### src/sv/lz4bd_pkg.sv
// ----------------------------------------------------------------------------
// lz4bd_pkg
// shared types and constants for the lz4 block decompressor
// ----------------------------------------------------------------------------
package lz4bd_pkg;

  localparam int unsigned HistoryDepthDefault = 32768;
  localparam logic [15:0] CapacityReset = 16'd28800;
  localparam logic [23:0] LenMax = 24'hFFFFFF;
  localparam int unsigned QueueDepth = 4;

  typedef enum logic [2:0] {
    PH_TOKEN,
    PH_LITEXT,
    PH_LIT,
    PH_OFFLO,
    PH_OFFHI,
    PH_MEXT,
    PH_COPY,
    PH_ERROR
  } phase_t;

  typedef struct packed {
    logic       mode;
    logic [7:0] data_byte;
    logic       last_byte;
  } item_t;

  typedef struct packed {
    logic        byte_valid;
    logic [7:0]  out_byte;
    logic [14:0] out_index;
    logic        refused;
    logic        bad_offset;
    logic        block_done;
  } result_t;

endpackage

### src/sv/lz4bd_queue.sv
// ----------------------------------------------------------------------------
// lz4bd_queue
// small synchronous fifo of words with push/full and pop/empty
// ----------------------------------------------------------------------------
module lz4bd_queue #(
  parameter int unsigned WIDTH = 8,
  parameter int unsigned DEPTH = lz4bd_pkg::QueueDepth
) (
  input  logic             clk,
  input  logic             rst,
  input  logic             push,
  input  logic [WIDTH-1:0] wdata,
  output logic             full,
  input  logic             pop,
  output logic [WIDTH-1:0] rdata,
  output logic             empty
);

  localparam int unsigned AW = (DEPTH > 1) ? $clog2(DEPTH) : 1;

  logic [WIDTH-1:0] mem [DEPTH];
  logic [AW-1:0]    wr_ptr;
  logic [AW-1:0]    rd_ptr;
  logic [AW:0]      count;
  logic             do_push;
  logic             do_pop;

  assign full    = (count == (AW+1)'(DEPTH));
  assign empty   = (count == '0);
  assign do_push = push && !full;
  assign do_pop  = pop && !empty;
  assign rdata   = mem[rd_ptr];

  always_ff @(posedge clk) begin
    if (do_push) begin
      mem[wr_ptr] <= wdata;
    end
  end

  always_ff @(posedge clk) begin
    if (rst) begin
      wr_ptr <= '0;
      rd_ptr <= '0;
      count  <= '0;
    end else begin
      if (do_push) begin
        wr_ptr <= (wr_ptr == AW'(DEPTH - 1)) ? '0 : wr_ptr + 1'b1;
      end
      if (do_pop) begin
        rd_ptr <= (rd_ptr == AW'(DEPTH - 1)) ? '0 : rd_ptr + 1'b1;
      end
      count <= count + (AW+1)'(do_push) - (AW+1)'(do_pop);
    end
  end

  a_count_range: assert property (@(posedge clk) disable iff (rst)
    count <= (AW+1)'(DEPTH))
    else $error("queue count overflow");

  a_no_pop_empty: assert property (@(posedge clk) disable iff (rst)
    empty |=> !(count == (AW+1)'(DEPTH)))
    else $error("queue jumped from empty to full");

  a_count_step: assert property (@(posedge clk) disable iff (rst)
    (do_push && !do_pop) |=> count == $past(count) + 1'b1)
    else $error("queue count did not advance");

endmodule

### config.mk
export PLATFORM = sky130hd
export DESIGN_NAME = lz4bd_queue
export DESIGN_NICKNAME = d
export VERILOG_FILES = /design/src/sv/lz4bd_pkg.sv /design/src/sv/lz4bd_queue.sv
export SDC_FILE = /design/constraint.sdc
export NUM_CORES = 1
export LEC_CHECK = 0
export BUFFER_PORTS_ARGS = -buffer_cell sky130_fd_sc_hd__buf_2
export CORE_ASPECT_RATIO = 0.5
export CORE_UTILIZATION = 50
export CTS_CLUSTER_SIZE = 14
export DETAILED_ROUTE_END_ITERATION = 7
export PLACE_DENSITY = 0.71
export RECOVER_POWER = 25
export SYNTH_ARGS = -nofsm -noshare
export SYNTH_HDL_FRONTEND = slang
export SYNTH_SLANG_ARGS = --single-unit
### constraint.sdc
create_clock -name clk -period 4.6 [get_ports clk]
set_input_delay 0.46 -clock clk [delete_from_list [all_inputs] [get_ports clk]]
set_output_delay 0.46 -clock clk [all_outputs]
set_load 0.005 [all_outputs]
======== Word-level counts from Yosys, hierarchy flattened ========
Memories as Yosys holds them, arrays and structs flattened. A register that Yosys moved wholly into a read port is not among the register bits.
Cells that the tools add are included.
W data, S select, Z words.
operators by class
  add/subtract/negate cells ............... 4
  equal/unequal tests ..................... 3
  mux-type cells .......................... 6
  reduce and logical (&&, ||, !) cells .... 5
operators by type and width
  cell                   count
  $mux W2                4
  $add A2 B1 Y2 const B  2
  $eq A2 B2 Y1 const B   2
  $add A3 B1 Y3          1
  $eq A3 B3 Y1 const B   1
  $logic_not A3 Y1       1
  $sub A3 B1 Y3          1
  $logic_and A1 B1 Y1    2
  $logic_not A1 Y1       2
  $mux W1                2
word-level totals
  register bits ........................... 7
  memory bits (writable) .................. 32
  input port bits ......................... 12
  output and inout port bits .............. 10
  logic and storage cells ................. 22
  memories kept ........................... 1
memories
  name  words  width  read ports  clocked after Yosys merged registers in  wr ports  line               source
  mem   4      8      1           1                                        1         lz4bd_queue.sv:21  logic [WIDTH-1:0] mem [DEPTH];

======== Logic depth before layout (Yosys ltp) ========
  word-level depth ........................ 5
  mapped depth ............................ 11
  mapped depth without buffers ............ 10

======== Worst setup path before layout ========
No wires, ideal clock.
  path kind ............................... reg-to-reg
  from .................................... register count[2]
  to ...................................... register count[2]
  library setup time ...................... 115 ps
  data arrival time ....................... 2071 ps
  required time ........................... 4485 ps
  path slack .............................. 2414 ps
  cell stages (with the launch flop) ...... 12
  path buffers ............................ 1
  period minus slack after synthesis ...... 2186 ps
  cells stage by stage .................... dfxtp_1 -> or3b_1 -> buf_6 -> and2_4 -> inv_1 -> ha_1 -> inv_1 -> ha_1 -> fa_1 -> xnor2_1 -> xnor2_1 -> nor2_1
between the ends
  word-level cells in the longest chain between the ends .. 5
  elaborated cells on any way between the ends .. 8
  classes of those cells .................. add/sub (2); eq/ne (1); reduce/logical (5)
RTL lines
  what                    line               source
  start, declared         lz4bd_queue.sv:24  logic [AW:0] count;
  start signal, assigned  lz4bd_queue.sv:52  count <= count + (AW+1)'(do_push) - (AW+1)'(do_pop);
  $eq A3 B3 Y1            lz4bd_queue.sv:28  assign full = (count == (AW+1)'(DEPTH));
  $logic_not A1 Y1        lz4bd_queue.sv:30  assign do_push = push && !full;
  $logic_and A1 B1 Y1     lz4bd_queue.sv:30
  $add A3 B1 Y3           lz4bd_queue.sv:52
  $sub A3 B1 Y3 *         lz4bd_queue.sv:52
Mark *: on every way between the ends. The rest lies on a longest branch, timed or not.
A chain may end at the register's enable or synchronous reset.

======== Worst setup path after layout ========
Same ends and word-level chain as after synthesis.

==> flow_summary.toml <==
[floorplan]
die_y_microns = 42.5
initial_core_util_pct = 53.4
row_count = 14
io-pin-count = 22
dieArea_sq_um = 3520
core_area_sq_um = 3070
die_width_microns = 82.9

[job]
cap_viol_max_count = 0

[clocking]
cts-root-buf = "clkbuf_8"
cts.clk_slew.worst_paths_ns = 0.07
cts_buffer_depth = 2
cts_setup_buffers = 0
htreeDepth = 2
clkSinkCount = 41
numCtsBuffers = 5
cts_tree = "built"
cts_resized = 0
holdBufCountCts = 0
clock_latency_ns = 0.28

[final_layout]
nets = 137
final_common_cell = "edfxtp_1"
layout_common_cells = "edfxtp_1, buf_2, dfxtp_1"
n_antenna_cell = 0
utilization_pct = 61.2
drive_gt1_share_pct = 28.0
area_growth_pct = 14.5

[setup_path]
path_delay_family = "simple AND/OR/NAND/NOR gates"
worstPathArrival_ns = 2.50
crit_chain = "or3b_1, and2_4, inv_1, ha_1, inv_1, ha_1, fa_1, xnor2_1, xnor2_1, nor2_1"
worstSetupStartpointType = "register"
cp-end-kind = "register"
ff2ff_setup_slack_ns = 2.27
crit_required_ns = 4.77
cp_max_fo = 9
critPathBufInv = 2
cp_slowest_stage_delay_ns = 0.49
crit_type = "reg2reg"
cp_slowest_cell = "or3b_1"

[yosys]
avgSynthCellArea_sq_um = 17.8
synth_flop_cell = "edfxtp_1"
postSynthCellCount = 92
synth_cell_types = 25
ys_ff_latch = 41
seq_area_frac_synth_pct = 69.7
ys_warn_count = 0
synth_edf_count = 32
synth_nets = 112
async_flop_share_pct = 0
netlist_area_sq_um = 1640

[placed_design]
hpwl_mm = 1.61
gp_congestion = 0.677
port_buffers = 21

[sta]
tns_ns = 0
period_needed_ns = 2.33
worst_pin_slew_ns = 0.538
finalCritPeriodShare_pct = 50.7
fin_skew_ns = 0.00501
slew_headroom_pct = 64.1
finalHoldViolations = 0
drv_slew = 0
rsz0062_at_grt = "no"
setup_viol = 0
fmax_ghz = 0.429

[routing]
avgRoutedWirePerCell_microns = 14.9
drcViolationCount = 0
firstDrtPassIters = 4
drtIter0Drc = 25
top_layer = "met4"
drt-total-wl_mm = 2.36
wl_met1_mm = 1.13
dr_wl_met2_mm = 1.12
vias = 802
final_antenna_net_count = 0
avgViaCountPerCell = 5.08
route.met3.wl_microns = 75

[global_route]
antenna_found_initial = 0
grt.overflow.total = 0
grt_max_degree = 14
grt_pass1_vias = 796
track_usage_pct = 15.1
grt_pass1_wl_mm = 3.81

[status]
status = "complete, no violations"

[power]
power.density_nw_per_um2 = 517
power_leakage_nw = 0.698
ir_drop_mv = 0.317

[min_path]
hold_path.class = "in2reg"
power breakdown:
group	leakage (nW)	internal, W	switching [W]
registers	0.367	0.000451	0.0000387
logic	0.279	0.000115	0.0000892
clock network	0.0518	0.000160	0.000116
total	0.698	0.000726	0.000244
synthesized netlist by cell type (2+ instances only):
library cell / n / area [sq um]
a21oi_1: 2 / 10.0
dfxtp_1: 9 / 180
xnor2_1: 2 / 17.5
nand3_1: 2 / 10.0
and3_1: 3 / 18.8
nor3_1: 2 / 10.0
ha_1: 7 / 87.6
inv_1: 8 / 30.0
nor2_1: 2 / 7.51
edfxtp_1: 32 / 961
nor2b_1: 2 / 12.5
mux4_2: 8 / 180
worst register-to-register path, cell delays in order, from the launching register on:
cell,delay (ns)
dfxtp_1,0.39
or3b_1,0.49
and2_4,0.22
inv_1,0.05
ha_1,0.12
inv_1,0.04
ha_1,0.18
fa_1,0.37
xnor2_1,0.19
xnor2_1,0.14
nor2_1,0.05
state kept, by name, indices dropped and copies added, names as in the netlist, named ones only:
name / count
count: 3
rd_ptr: 2
wr_ptr: 2
mem: 32
through the flow:
stage	setup WS [ns]	hold slack (ns)	std cells	power [W]	instance area, sq um
after floorplan	2.41	0.456	92	0.000642	1640
after global placement	2.33	0.485	150	0.000702	1770
after detailed placement	2.28	0.513	150	0.000707	1770
after CTS	2.25	0.384	158	0.000982	1880
after global routing	2.05	0.393	158	0.00102	1880
final	2.27	0.394	158	0.000970	1880
routing by layer:
layer  track usage [%]  vias to the layer above
li1                  -                      396
met1              18.4                      389
met2              25.1                       13
met3              4.72                        4
met4              7.24                        0
met5                 0                        -
area by class of cell:
| class | count | area, sq um |
|---|---|---|
| clock inverter | 3 | 41.3 |
| sequential | 41 | 1140 |
| tap | 40 | 50.0 |
| timing repair buffer | 21 | 97.6 |
| inverter | 8 | 30.0 |
| clock buffer | 5 | 68.8 |
| multi-input combinational | 40 | 447 |
| fill | 231 | 1190 |
kinds of logic (layout without fill, tap and decap cells):
logic type | after synthesis | in the layout | share of synthesized area, %
compound gates | 5 | 5 | 2.29
buf+inv | 11 | 37 | 3.06
mux | 9 | 9 | 11.6
xor+xnor | 2 | 2 | 1.07
fa+ha+maj | 8 | 8 | 6.57
flops | 41 | 41 | 69.7
simple gates | 16 | 16 | 5.73
path summary, 6_finish.rpt:
path	from	end	cells past startpoint
max	count[2]	count[2]	10
min reg2reg	rd_ptr[0]	register	2
max reg2reg	count[2]	count[2]	10
min	wdata[0]	mem[0][0]	1
No activity file was read; power rests on OpenSTA's default activity.
